File: config.mk
export PLATFORM = sky130hd
export DESIGN_NAME = atp_cordic
export DESIGN_NICKNAME = d
export VERILOG_FILES = /design/src/rtl/core/atp_pkg.sv /design/src/rtl/core/atp_cordic.sv
export SDC_FILE = /design/constraint.sdc
export NUM_CORES = 2
export LEC_CHECK = 0
export BUFFER_PORTS_ARGS = -buffer_cell sky130_fd_sc_hd__buf_2
export CORE_MARGIN = 3
export CORE_UTILIZATION = 40
export CTS_CLUSTER_DIAMETER = 200
export DETAILED_ROUTE_END_ITERATION = 10
export SYNTH_ARGS = -nofsm -noshare
export SYNTH_HDL_FRONTEND = slang
export SYNTH_SLANG_ARGS = --single-unit
File: constraint.sdc
create_clock -name i_clk -period 5.8 [get_ports i_clk]
set_clock_uncertainty 0.2 [all_clocks]
set_input_delay 0.29 -clock i_clk [delete_from_list [all_inputs] [get_ports i_clk]]
set_output_delay 0.29 -clock i_clk [all_outputs]
set_load 0.005 [all_outputs]
File: src/rtl/core/atp_pkg.sv
package atp_pkg;

    localparam int IN_W      = 16;
    localparam int OUT_W     = 16;
    localparam int FRAC_BITS = 8;
    localparam int SQ_W      = 32;
    localparam int RAD_W     = 48;
    localparam int ROOT_W    = 24;
    localparam int REM_W     = 27;
    localparam int CORDIC_W  = 28;
    localparam int ACC_W     = 32;
    localparam int TAB_LEN   = 24;

    localparam logic [ACC_W-1:0] HALF_TURN = 32'h8000_0000;

    localparam logic [ACC_W-1:0] ATAN_TAB [0:TAB_LEN-1] = '{
        32'h20000000, 32'h12E4051E, 32'h09FB385B, 32'h051111D4,
        32'h028B0D43, 32'h0145D7E1, 32'h00A2F61E, 32'h00517C55,
        32'h0028BE53, 32'h00145F2F, 32'h000A2F98, 32'h000517CC,
        32'h00028BE6, 32'h000145F3, 32'h0000A2FA, 32'h0000517D,
        32'h000028BE, 32'h0000145F, 32'h00000A30, 32'h00000518,
        32'h0000028C, 32'h00000146, 32'h000000A3, 32'h00000051
    };

    typedef logic signed [IN_W-1:0]     t_sample;
    typedef logic signed [CORDIC_W-1:0] t_vec_coord;

    typedef struct packed {
        t_sample x;
        t_sample y;
        t_sample z;
    } t_acc_vec;

endpackage

File: src/rtl/core/atp_cordic.sv
module atp_cordic #(
    parameter int STEPS = 16
) (
    input  logic                       i_clk,
    input  logic                       i_en,
    input  atp_pkg::t_vec_coord        i_x,
    input  atp_pkg::t_vec_coord        i_y,
    output logic [atp_pkg::ACC_W-1:0]  o_acc
);
    import atp_pkg::*;

    t_vec_coord       r_x    [0:STEPS];
    t_vec_coord       r_y    [0:STEPS];
    logic [ACC_W-1:0] r_acc  [0:STEPS];
    logic             r_zero [0:STEPS];

    always_ff @(posedge i_clk) begin
        if (i_en) begin
            r_zero[0] <= (i_x == '0) && (i_y == '0);
            if (i_x[CORDIC_W-1]) begin
                r_x[0]   <= -i_x;
                r_y[0]   <= -i_y;
                r_acc[0] <= HALF_TURN;
            end else begin
                r_x[0]   <= i_x;
                r_y[0]   <= i_y;
                r_acc[0] <= '0;
            end
        end
    end

    for (genvar k = 0; k < STEPS; k++) begin : g_iter
        always_ff @(posedge i_clk) begin
            if (i_en) begin
                r_zero[k+1] <= r_zero[k];
                if (r_y[k][CORDIC_W-1]) begin
                    r_x[k+1]   <= r_x[k] - (r_y[k] >>> k);
                    r_y[k+1]   <= r_y[k] + (r_x[k] >>> k);
                    r_acc[k+1] <= r_acc[k] - ATAN_TAB[k];
                end else begin
                    r_x[k+1]   <= r_x[k] + (r_y[k] >>> k);
                    r_y[k+1]   <= r_y[k] - (r_x[k] >>> k);
                    r_acc[k+1] <= r_acc[k] + ATAN_TAB[k];
                end
            end
        end
    end

    assign o_acc = r_zero[STEPS] ? '0 : r_acc[STEPS];

endmodule

== After elaboration in Yosys (flattened, before gate mapping) ==
Memories as Yosys holds them, arrays and structs flattened.
Cells that the tools add are included.

* Reduce and logical (&&, ||, !) cells: 3
* Bitwise operators: 51
* Muxes and demuxes: 156
* Add/sub/neg operators: 97

{| class="wikitable"
|+ Operators by type and width
! operator !! count
|-
| two-way mux 28 bit || 34
|-
| two-way mux 32 bit || 18
|-
| two-way mux 1 bit || 104
|-
| adder 28 x 13 -> 28 bit || 2
|-
| adder 28 x 14 -> 28 bit || 2
|-
| adder 28 x 15 -> 28 bit || 2
|-
| adder 28 x 16 -> 28 bit || 2
|-
| adder 28 x 17 -> 28 bit || 2
|-
| adder 28 x 18 -> 28 bit || 2
|-
| adder 28 x 19 -> 28 bit || 2
|-
| adder 28 x 20 -> 28 bit || 2
|-
| adder 28 x 21 -> 28 bit || 2
|-
| adder 28 x 22 -> 28 bit || 2
|-
| adder 28 x 23 -> 28 bit || 2
|-
| adder 28 x 24 -> 28 bit || 2
|-
| adder 28 x 25 -> 28 bit || 2
|-
| adder 28 x 26 -> 28 bit || 2
|-
| adder 28 x 27 -> 28 bit || 2
|-
| logical NOT 28 bit || 2
|-
| negator 28 bit || 2
|-
| subtractor 28 x 13 -> 28 bit || 2
|-
| subtractor 28 x 14 -> 28 bit || 2
|-
| subtractor 28 x 15 -> 28 bit || 2
|-
| subtractor 28 x 16 -> 28 bit || 2
|-
| 47 further kinds || 109
|}

* Memories: 4
* Input port bits: 58
* Logic and storage cells: 311
* Bits in writable memories: 1513
* Register bits after elaboration: 0

{| class="wikitable"
|+ Memories
! memory !! words !! bits a word !! read ports !! clocked after Yosys merged registers in !! write ports !! RTL line !! source
|-
| r_acc || 17 || 32 || 17 || 0 || 17 || atp_cordic.sv:14 || <nowiki>logic [ACC_W-1:0] r_acc [0:STEPS];</nowiki>
|-
| r_x || 17 || 28 || 16 || 0 || 17 || atp_cordic.sv:12 || <nowiki>t_vec_coord r_x [0:STEPS];</nowiki>
|-
| r_y || 17 || 28 || 16 || 0 || 17 || atp_cordic.sv:13 || <nowiki>t_vec_coord r_y [0:STEPS];</nowiki>
|-
| r_zero || 17 || 1 || 17 || 0 || 17 || atp_cordic.sv:15 || <nowiki>logic r_zero [0:STEPS];</nowiki>
|}

== Depth between registers and ports, before layout ==
* Depth in word-level cells: 4
* Mapped depth: 21

== Worst setup path after synthesis ==
OpenSTA, ideal clock, no wires.

* Path kind: in2reg
* From: input port i_en
* To: memory r_acc[15][31] (data pin)
* Arrival: 4548 ps
* Cell stages on the path: 17
* Slack: 792 ps
* Path buffers: 4
* Path through: clkbuf_1 > nand2b_1 > clkbuf_1 > clkinv_1 > clkbuf_1 > ha_1 > buf_4 > o21ai_1 > a21oi_2 > a41oi_2 > or4b_4 > a311oi_4 > a211oi_2 > o31a_1 > o2111ai_1 > a21oi_1 > xnor2_1

{| class="wikitable"
|+ RTL lines
! element !! RTL line !! source
|-
| from (decl) || atp_cordic.sv:5 || <nowiki>input logic i_en,</nowiki>
|-
| to (decl) || atp_cordic.sv:14 ||
|}

==> results.toml <==
[final_layout]
final_util = 0.444
drive_gt1_frac = 0.0438
fill_cells = 25628
layout.nets = 13115
area_growth_pct = 9.91
final_area_sq_um = 121000

[logic_synthesis]
seq_area_frac_synth = 0.351
synth_edf_count = 1283
synth_area_sq_um = 110000
syn-num-nets = 12915
syn_area_per_cell_sq_um = 9.51
yosysTopAreaCell = "edfxtp_1"
ys_seq_elements = 1283
synth_warnings = 0
yosys-top-cells-count = "1283 x edfxtp_1, 1280 x ha_1, 1166 x a21oi_1"
synthTopCellsByArea = "edfxtp_1 35%, ha_1 15%, xnor2_1 8.3%"
async_reset_ff_frac = 0
synth.top_cell.area_share = 0.351
synthDistinctLibCells = 94
synthCells = 11538
yosysMostFrequentCell = "edfxtp_1"
synth-main-ff-cell = "edfxtp_1"

[drt]
vias = 87507
firstDrtPassIters = 6
vias_per_cell = 5.67
wl_microns = 293000
ant_nets = 0
wl_per_cell_microns = 19.0
post-route-drc-count = 0
drt-initial-drc-count = 6309

[worst_hold_path]
hold_path.class = "input pin to register"
hp-start = "i_x[19]"

[placed_design]
routabilityCongestion = 0.924
hpwl_microns = 231000
port_buffers = 88
placed_cell_area_sq_um = 114000

[sta]
finalSetupViolations = 0
drv_slew = 0
tightest_slew_ns = 1.06
fmax_mhz = 190
finalCritPeriodShare = 0.907
rsz0062_at_grt = "false"
slew_headroom = 0.291
fin_tns_setup_ns = 0
final_hold_viol_count = 0
fin_crit_ns = 5.26

[setup_path]
reg2reg_slack_ns = 0.54
cp_max_fo = 5
r2r-start = "r_y[6][9]$_DFFE_PP_"
worstPathArrival_ns = 5.63
critPathRequiredTime_ns = 6.17
end_kind = "register"
cp-startpoint = "r_y[6][9]$_DFFE_PP_"
critPathLaunchType = "register"
worstSetupPathType = "register to register"

[clock_tree]
numCtsBuffers = 163
htreeDepth = 4
cts_setup_buffers = 0
clock_path_buffers = 4
numClockSinks = 1283
cts_tree = "built"
cts_root_buf = "clkbuf_16"
clkLatencyLatePin_ns = 0.84
clk_pin_slew_worst_paths_ns = 0.06

[floorplan]
pin_count = 90
dieHeight_microns = 530
num_rows = 191
dieArea_sq_um = 281000
start_util = 0.404
fp.dieW_microns = 530
core_sq_um = 272000

[grt]
grt_max_degree = 160
grt_pass1_wl_microns = 461000
grt_pass1_vias = 83944
grt_use_total = 0.201
grt_overflow = 0
antenna_found_initial = 10

[job]
max-cap-violations = 0

[run_status]
status = "finished, final reports clean"
[layout make-up]
class / instances / area (sq um) / share of cell area
tap: 3570 / 4470 / 0.0371
clock buffer: 189 / 4240 / 0.0352
timing repair buffer: 285 / 2220 / 0.0184
sequential: 1283 / 38500 / 0.320
inverter: 514 / 1930 / 0.0160
multi-input combinational: 9491 / 68300 / 0.566
clock inverter: 93 / 870 / 0.00721
antenna: 2 / 5.00 / 0.0000415
[layout by cell type, fill, tap and decap left out, types with 95 or more instances in the layout]
master         synthesis  final
o21a_1               190    190
nand3_1              178    178
a31oi_1              113    113
xnor2_1             1044   1044
nand2_1              610    610
dlygate4sd3_1          0    105
nor3_1               265    265
o21bai_1             126    126
a21boi_0             101    101
ha_1                1280   1280
clkbuf_16              0    166
a211oi_1             115    115
o31ai_1              118    118
o21ai_0              669    669
edfxtp_1            1283   1283
nand2b_1             168    165
a21o_1               532    532
xor2_1               521    521
and3_1               103    103
nor2_1               958    958
inv_1                502    502
nor2b_1              194    192
nand4_1               95     95
a21oi_1             1166   1166
[worst max-delay path, stage by stage, from the launching register on]
cell	delay [ns]
edfxtp_1	0.49
nor3_1	0.28
nand2b_1	0.12
nor3_1	0.21
nand2_1	0.15
nor4_1	0.74
a21oi_1	0.18
xor2_1	0.24
ha_1	0.29
a21o_1	0.16
a221o_1	0.34
a21oi_1	0.21
a21boi_1	0.11
o31ai_1	0.48
a21oi_1	0.20
a31o_2	0.30
a31oi_1	0.21
xnor2_1	0.09
[per-stage QoR]
step / hold WS [ns] / worst slack (ns) / std cells
after detailed placement: 0.205 / 0.582 / 15038
after floorplan: 0.189 / 0.792 / 11538
after global routing: 0.128 / 0.106 / 15427
after CTS: 0.0959 / 0.571 / 15425
final: 0.187 / 0.537 / 15427
after global placement: 0.205 / 0.655 / 15038
[final timing paths]
check	endpoint	depth (start not counted)
min	r_x[0][19]$_DFFE_PP_	3
max reg2reg	r_x[7][25]$_DFFE_PP_	17
min reg2reg	r_acc[11][2]$_DFFE_PP_	0
max	r_x[7][25]$_DFFE_PP_	17
[cells by family (layout without fill, tap and decap cells)]
kind of cell	after synthesis	after routing	synth area share
AO/OA/AOI/OAI	3611	3611	0.210
XOR/XNOR	1565	1565	0.125
adder cells (fa/ha/maj)	1319	1319	0.153
buffers and inverters	764	1081	0.0262
flip-flops	1283	1283	0.351
multiplexers	53	53	0.00496
other	1	3	0.0000342
AND/OR/NAND/NOR	2942	2942	0.129
[state kept, by name, summed over array words and instances, names as in the netlist]
register  cells
r_acc       440
r_x         406
r_y         420
r_zero       17
[layer usage]
layer	wire length [microns]	vias to the layer above	GRT usage	part of all wire
li1	-	43221	-	-
met1	132000	41793	0.267	0.45
met2	140000	2100	0.347	0.48
met3	13100	389	0.0226	0.045
met4	7890	4	0.0537	0.027
met5	21	-	0	0.000072
[timing repair]
action,in CTS,in global routing
resized for setup,0,0
hold buffers,105,0
hold endpoints to repair,205,0
Power is left out: the tool's default activity adds up to more than one toggle a clock period on the data nets, which glitch-free logic cannot reach.
