## src/rtl/core/atp_pkg.sv

```systemverilog
package atp_pkg;

    localparam int IN_W      = 16;
    localparam int OUT_W     = 16;
    localparam int FRAC_BITS = 8;
    localparam int SQ_W      = 32;
    localparam int RAD_W     = 48;
    localparam int ROOT_W    = 24;
    localparam int REM_W     = 27;
    localparam int CORDIC_W  = 28;
    localparam int ACC_W     = 32;
    localparam int TAB_LEN   = 24;

    localparam logic [ACC_W-1:0] HALF_TURN = 32'h8000_0000;

    localparam logic [ACC_W-1:0] ATAN_TAB [0:TAB_LEN-1] = '{
        32'h20000000, 32'h12E4051E, 32'h09FB385B, 32'h051111D4,
        32'h028B0D43, 32'h0145D7E1, 32'h00A2F61E, 32'h00517C55,
        32'h0028BE53, 32'h00145F2F, 32'h000A2F98, 32'h000517CC,
        32'h00028BE6, 32'h000145F3, 32'h0000A2FA, 32'h0000517D,
        32'h000028BE, 32'h0000145F, 32'h00000A30, 32'h00000518,
        32'h0000028C, 32'h00000146, 32'h000000A3, 32'h00000051
    };

    typedef logic signed [IN_W-1:0]     t_sample;
    typedef logic signed [CORDIC_W-1:0] t_vec_coord;

    typedef struct packed {
        t_sample x;
        t_sample y;
        t_sample z;
    } t_acc_vec;

endpackage

```

## src/rtl/core/atp_isqrt.sv

```systemverilog
module atp_isqrt (
    input  logic                      i_clk,
    input  logic                      i_en,
    input  logic [atp_pkg::SQ_W-1:0]  i_sq,
    input  atp_pkg::t_acc_vec         i_vec,
    output logic [atp_pkg::ROOT_W-1:0] o_root,
    output atp_pkg::t_acc_vec         o_vec
);
    import atp_pkg::*;

    logic [RAD_W-1:0]  r_n   [0:ROOT_W-1];
    logic [REM_W-1:0]  r_rem [0:ROOT_W-1];
    logic [ROOT_W-1:0] r_q   [0:ROOT_W-1];
    t_acc_vec          r_vec [0:ROOT_W-1];

    for (genvar k = 0; k < ROOT_W; k++) begin : g_step
        logic [RAD_W-1:0]  s_n;
        logic [REM_W-1:0]  s_rem;
        logic [ROOT_W-1:0] s_q;
        t_acc_vec          s_vec;
        logic [REM_W-1:0]  s_rem_sh;
        logic [REM_W-1:0]  s_trial;
        logic              s_take;

        if (k == 0) begin : g_first
            assign s_n   = {i_sq, {(RAD_W-SQ_W){1'b0}}};
            assign s_rem = '0;
            assign s_q   = '0;
            assign s_vec = i_vec;
        end else begin : g_next
            assign s_n   = r_n[k-1];
            assign s_rem = r_rem[k-1];
            assign s_q   = r_q[k-1];
            assign s_vec = r_vec[k-1];
        end

        assign s_rem_sh = {s_rem[REM_W-3:0], s_n[RAD_W-1 -: 2]};
        assign s_trial  = REM_W'({s_q, 2'b01});
        assign s_take   = (s_rem_sh >= s_trial);

        always_ff @(posedge i_clk) begin
            if (i_en) begin
                r_n[k]   <= {s_n[RAD_W-3:0], 2'b00};
                r_rem[k] <= s_take ? (s_rem_sh - s_trial) : s_rem_sh;
                r_q[k]   <= {s_q[ROOT_W-2:0], s_take};
                r_vec[k] <= s_vec;
            end
        end
    end

    assign o_root = r_q[ROOT_W-1];
    assign o_vec  = r_vec[ROOT_W-1];

endmodule

```

## config.mk

```make
export PLATFORM = sky130hd
export DESIGN_NAME = atp_isqrt
export DESIGN_NICKNAME = d
export VERILOG_FILES = /design/src/rtl/core/atp_pkg.sv /design/src/rtl/core/atp_isqrt.sv
export SDC_FILE = /design/constraint.sdc
export NUM_CORES = 2
export LEC_CHECK = 0
export ABC_CLOCK_PERIOD_IN_PS = 3400
export BUFFER_PORTS_ARGS = -buffer_cell sky130_fd_sc_hd__buf_2
export CAP_MARGIN = 5
export CORE_UTILIZATION = 45
export CTS_CLUSTER_SIZE = 14
export DETAILED_ROUTE_END_ITERATION = 7
export PLACE_DENSITY = 0.65
export SKIP_CTS_REPAIR_TIMING = 1
export SKIP_LAST_GASP = 1
export SYNTH_ARGS = -nofsm -noshare
export SYNTH_HDL_FRONTEND = slang
export SYNTH_SLANG_ARGS = --single-unit
```

## constraint.sdc

```tcl
create_clock -name i_clk -period 3.4 [get_ports i_clk]
set_input_delay 0.51 -clock i_clk [delete_from_list [all_inputs] [get_ports i_clk]]
set_output_delay 0.51 -clock i_clk [all_outputs]
set_load 0.05 [all_outputs]
```

# Word level (Yosys, flattened, before mapping)
# Memory sizes are Yosys's and may differ from the RTL's.
# Index checks and enable logic that the tools add are counted.
# W data, S select, Z words.
dict set report word_totals {
  regBits 0
  latchBits 0
  ramBits 3480
  romBits 0
  in_bits 82
  output_inout_bits 72
  word_cells 78
  mem_count 4
}
# memory depth word_bits rd rd_ports_with_merged_regs write_ports line_no
set mem_list {}
lappend mem_list {r_vec 24 48 24 0 24 atp_isqrt.sv:14} ;# t_acc_vec r_vec [0:ROOT_W-1];
lappend mem_list {r_n 24 46 23 0 24 atp_isqrt.sv:11} ;# logic [RAD_W-1:0] r_n [0:ROOT_W-1];
lappend mem_list {r_rem 24 27 23 0 24 atp_isqrt.sv:12} ;# logic [REM_W-1:0] r_rem [0:ROOT_W-1];
lappend mem_list {r_q 24 24 24 0 24 atp_isqrt.sv:13} ;# logic [ROOT_W-1:0] r_q [0:ROOT_W-1];
dict set report op_classes {
  n_addsub 24
  multipliers 0
  div 0
  order_cmp 24
  eq_ne 0
  shifts 0
  muxes 26
  bitwise 0
  reduce_logical 0
}
# cell count
set op_table {}
lappend op_table {{$mux W27} 24}
lappend op_table {{$ge A27 B26 Y1} 23}
lappend op_table {{$sub A27 B26 Y27} 23}
lappend op_table {{$sub A2 B1 Y3 const B} 1}
lappend op_table {{$ge A2 B1 Y1 const B} 1}
lappend op_table {{$mux W1} 2}

# Longest topological paths before layout
# An unclocked memory read counts as a cell.
dict set report logic_depth {
  depth_word 3
  mapped_depth 14
  mapped_depth_nobuf 12
}

# Worst setup path after synthesis
# OpenSTA, ideal clock, no wires.
dict set report synth_path {
  kind {reg2reg}
  startpoint {memory r_rem[7][0], in the netlist r_rem[1][81]}
  endpoint {memory r_rem[8][16], in the netlist r_rem[2][16] (data pin)}
  setup_time_ns 0.259
  arrival_ns 2.808
  t_required_ns 3.141
  slack_ns 0.333
  path_stages_with_launch 10
  path_buffers 0
  period_less_slack_ns 3.067
  path_cell_list {edfxtp_1 > ha_1 > o21a_1 > o21a_1 > o21ai_0 > a21boi_0 > nor3b_1 > nor4b_1 > or3b_2 > xnor2_1}
}
# item line_no
set synth_rtl {}
lappend synth_rtl {{start: declaration} atp_isqrt.sv:12}

==> impl_metrics.env <==
export IMPL_synth_top_area_share_pct=75.0
export IMPL_synth_top_flop_cell="edfxtp_1"
export IMPL_cts_sinks=2227
export IMPL_placed_cells=8542
export IMPL_cp_arrival_ns=3.79
export IMPL_totalWireLength_um=146000
export IMPL_holdCritPathClass="in2reg"
export IMPL_clk_insertion_delay_late_ns=0.87
export IMPL_post_route_period_util_pct=95.3
export IMPL_met2_usage_pct=24.5
export IMPL_cts_root_buffer="clkbuf_16"
export IMPL_htreeDepth=4
export IMPL_ys_seq_area_share_pct=75.0
export IMPL_critPathRequiredTime_ns=3.95
export IMPL_port_buffer_count=153
export IMPL_cp_max_fo=11
export IMPL_cap_viol_max_count=0
export IMPL_gp_congestion=0.857
export IMPL_drv_slew=0
export IMPL_hold_depth=1
export IMPL_cts_buffers=225
export IMPL_drt_iter0_markers=2824
export IMPL_period_needed_ns=3.24
export IMPL_antenna_found_initial=2
export IMPL_cp_start_kind="flop"
export IMPL_fill_cells=15872
export IMPL_final_cells=9034
export IMPL_final_antenna_net_count=0
export IMPL_cp_end_kind="flop"
export IMPL_synth_top_area_cell="edfxtp_1"
export IMPL_synth_top_cells_by_area="edfxtp_1 (75%), ha_1 (4.3%), xnor2_1 (2.4%)"
export IMPL_fmax_mhz=309
export IMPL_synth_avg_cell_area_um2=15.8
export IMPL_clk_pin_slew_worst_paths_ns=0.06
export IMPL_placementRows=163
export IMPL_grt_pass1_wl_um=234000
export IMPL_cts_tree="yes"
export IMPL_dieHeight_um=447
export IMPL_grt_busiest_layer="met2"
export IMPL_syn_inst=5664
export IMPL_worstSetupPathType="reg2reg"
export IMPL_ff2ff_path_depth=13
export IMPL_route_detailed_drc=0
export IMPL_wl_per_cell_um=16.1
export IMPL_async_flop_share_pct=0
export IMPL_cts_path_max_buffers=3
export IMPL_tightestPinTransition_ns=0.732
export IMPL_use_met1_pct=19.0
export IMPL_io_pins=154
export IMPL_power_leakage_nw=37.9
export IMPL_use_met3_pct=2.56
export IMPL_reg2reg_to="r_rem[4][29]$_DFFE_PP_"
export IMPL_drt_pass1_iter_count=6
export IMPL_slew_headroom_pct=50.8
export IMPL_ir_drop_mv=0.473
export IMPL_worst_slack_ns=0.159
export IMPL_hp_start="i_en"
export IMPL_hpwl_um=98500
export IMPL_grt_setup_unrepaired="yes"
export IMPL_powerDensity_nw_per_um2=655
export IMPL_status="completed"
export IMPL_viasPerCell=5.04
export IMPL_grt_pass1_vias=45312
export IMPL_syn_nets=6063
export IMPL_hold_path_end="r_vec[2][69]$_DFFE_PP_"
export IMPL_grt_ovfl_total=0
export IMPL_synth_warnings=0
export IMPL_drive_above_1_share_pct=12.4
export IMPL_setup_tns_ns=0
export IMPL_die_area_um2=200000
export IMPL_vias=45509
export IMPL_r2r_setup_slack_ns=0.16
export IMPL_synth_edff_count=2227
export IMPL_syn_area_um2=89200
export IMPL_grt_max_degree=121
export IMPL_core_area_um2=197000
export IMPL_finalHoldViolCount=0
export IMPL_yosysUniqueCellTypes=85
export IMPL_skew_ns=0.0712
export IMPL_final_setup_viol_count=0
export IMPL_start_util_pct=45.2
export IMPL_ys_ff_latch=2227
export IMPL_grt_usage_pct=14.6
export IMPL_hold_ws_ns=0.197
export IMPL_layout_nets=6609
export IMPL_areaGrowthSynthToFinish_pct=15.3
export IMPL_die_w_um=447
export IMPL_place_ws_ns=0.0920
export IMPL_r2r_start="r_q[2][1]$_DFFE_PP_"
==> state kept, by name (all words and copies together), names as in the netlist <==
name	cells
r_rem	535
r_n	240
r_q	300
r_vec	1152
==> per-stage QoR <==
step	cell area, µm²	total power [mW]	utilization [%]
4_1_cts	102000	68.3	51.7
3_5_place_dp	94700	44.0	48.0
6_report	103000	67.4	52.2
3_3_place_gp	94700	43.8	48.0
2_1_floorplan	89200	40.8	-
5_1_grt	103000	70.5	52.2
==> per-layer routing <==
layer	share of wire [%]	wire length, µm
met5	0	0
met4	2.9	4240
met3	3.8	5540
met2	49	71000
met1	45	64900
==> cell usage in the layout, fill, tap and decap left out, types with 19 or more instances in the layout <==
cell,instances
edfxtp_1,2227
inv_1,419
nor2_1,324
ha_1,310
a21oi_1,278
nand2_1,267
xnor2_1,241
clkbuf_16,227
o21ai_0,196
xor2_1,167
buf_2,152
nor3_1,127
buf_4,125
a21o_1,92
mux2_2,82
dlygate4sd3_1,81
nand3_1,76
o21a_1,72
or3_1,56
nor4_1,55
nand2b_1,47
clkinv_2,46
nand4_1,44
nor2b_1,43
clkbuf_1,43
buf_12,40
clkinv_1,39
o31ai_1,37
o21bai_1,29
and3_1,27
or4_1,26
o211ai_1,24
or2_2,24
and2_1,20
a31oi_1,20
a211oi_1,19
a21boi_0,19
==> cells by family after synthesis <==
group / after synthesis / share of synthesized area (%)
muxes: 87 / 1.09
buffers and inverters: 499 / 2.11
other: 1 / 0.00420
xor gates and xnor gates: 408 / 4.01
adders and majority gates: 317 / 4.51
DFF: 2227 / 75.0
AOI/OAI and AO/OA: 909 / 6.48
and+or+nand+nor: 1216 / 6.84
==> power by group <==
part / switching (mW) / internal [mW] / leakage, nW
clock: 10.3 / 13.7 / 3.52
sequential: 1.36 / 33.4 / 21.5
combinational: 4.90 / 3.79 / 12.9
total: 16.5 / 50.9 / 37.9
==> cell usage after synthesis, drive strengths merged, types with 24 or more instances <==
| cell | n |
|---|---|
| a21o | 92 |
| a21oi | 279 |
| and3 | 27 |
| clkbuf | 70 |
| edfxtp | 2227 |
| ha | 310 |
| inv | 419 |
| mux2 | 82 |
| nand2 | 267 |
| nand2b | 47 |
| nand3 | 76 |
| nand4 | 44 |
| nor2 | 325 |
| nor2b | 43 |
| nor3 | 128 |
| nor4 | 57 |
| o211ai | 24 |
| o21a | 72 |
| o21ai | 200 |
| o21bai | 29 |
| o31ai | 39 |
| or2 | 24 |
| or3 | 60 |
| or4 | 28 |
| xnor2 | 241 |
| xor2 | 167 |
==> worst max-delay path, cell delays in order, from the launching register on <==
cell      delay (ns)
edfxtp_1        0.46
inv_1           0.09
ha_1            0.22
a21o_1          0.16
a21oi_1         0.28
o211a_1         0.23
nor4b_1         0.08
buf_4           0.17
nor2_1          0.47
a21boi_4        0.18
buf_4           0.22
buf_4           0.18
nand2_1         0.07
o21ai_0         0.09
==> cell type report <==
cell class / instances / area, µm² / area share (%)
inverter: 419 / 1570 / 1.53
antenna: 1 / 2.50 / 0.00243
tap: 2640 / 3300 / 3.21
clock inverter: 140 / 1450 / 1.41
sequential: 2227 / 66900 / 65.0
clock buffer: 270 / 5840 / 5.68
timing repair buffer: 399 / 3320 / 3.23
multi-input combinational: 2938 / 20500 / 19.9
==> how the worst max path moves through the flow <==
stage / from / endpoint / slack (ns) / depth (start not counted)
after detailed placement: r_rem[4][88]$_DFFE_PP_ / r_rem[5][22]$_DFFE_PP_ / 0.09 / 10
after floorplan: r_rem[1][81]$_DFFE_PP_ / r_rem[2][16]$_DFFE_PP_ / 0.33 / 9
final: r_q[2][1]$_DFFE_PP_ / r_rem[4][29]$_DFFE_PP_ / 0.16 / 13
after CTS: r_rem[4][88]$_DFFE_PP_ / r_rem[5][22]$_DFFE_PP_ / 0.07 / 10
after global routing: r_rem[4][87]$_DFFE_PP_ / r_rem[5][5]$_DFFE_PP_ / -0.006 / 10
after global placement: r_rem[4][88]$_DFFE_PP_ / r_rem[5][22]$_DFFE_PP_ / 0.09 / 10
No activity file was read; power rests on OpenSTA's default activity.
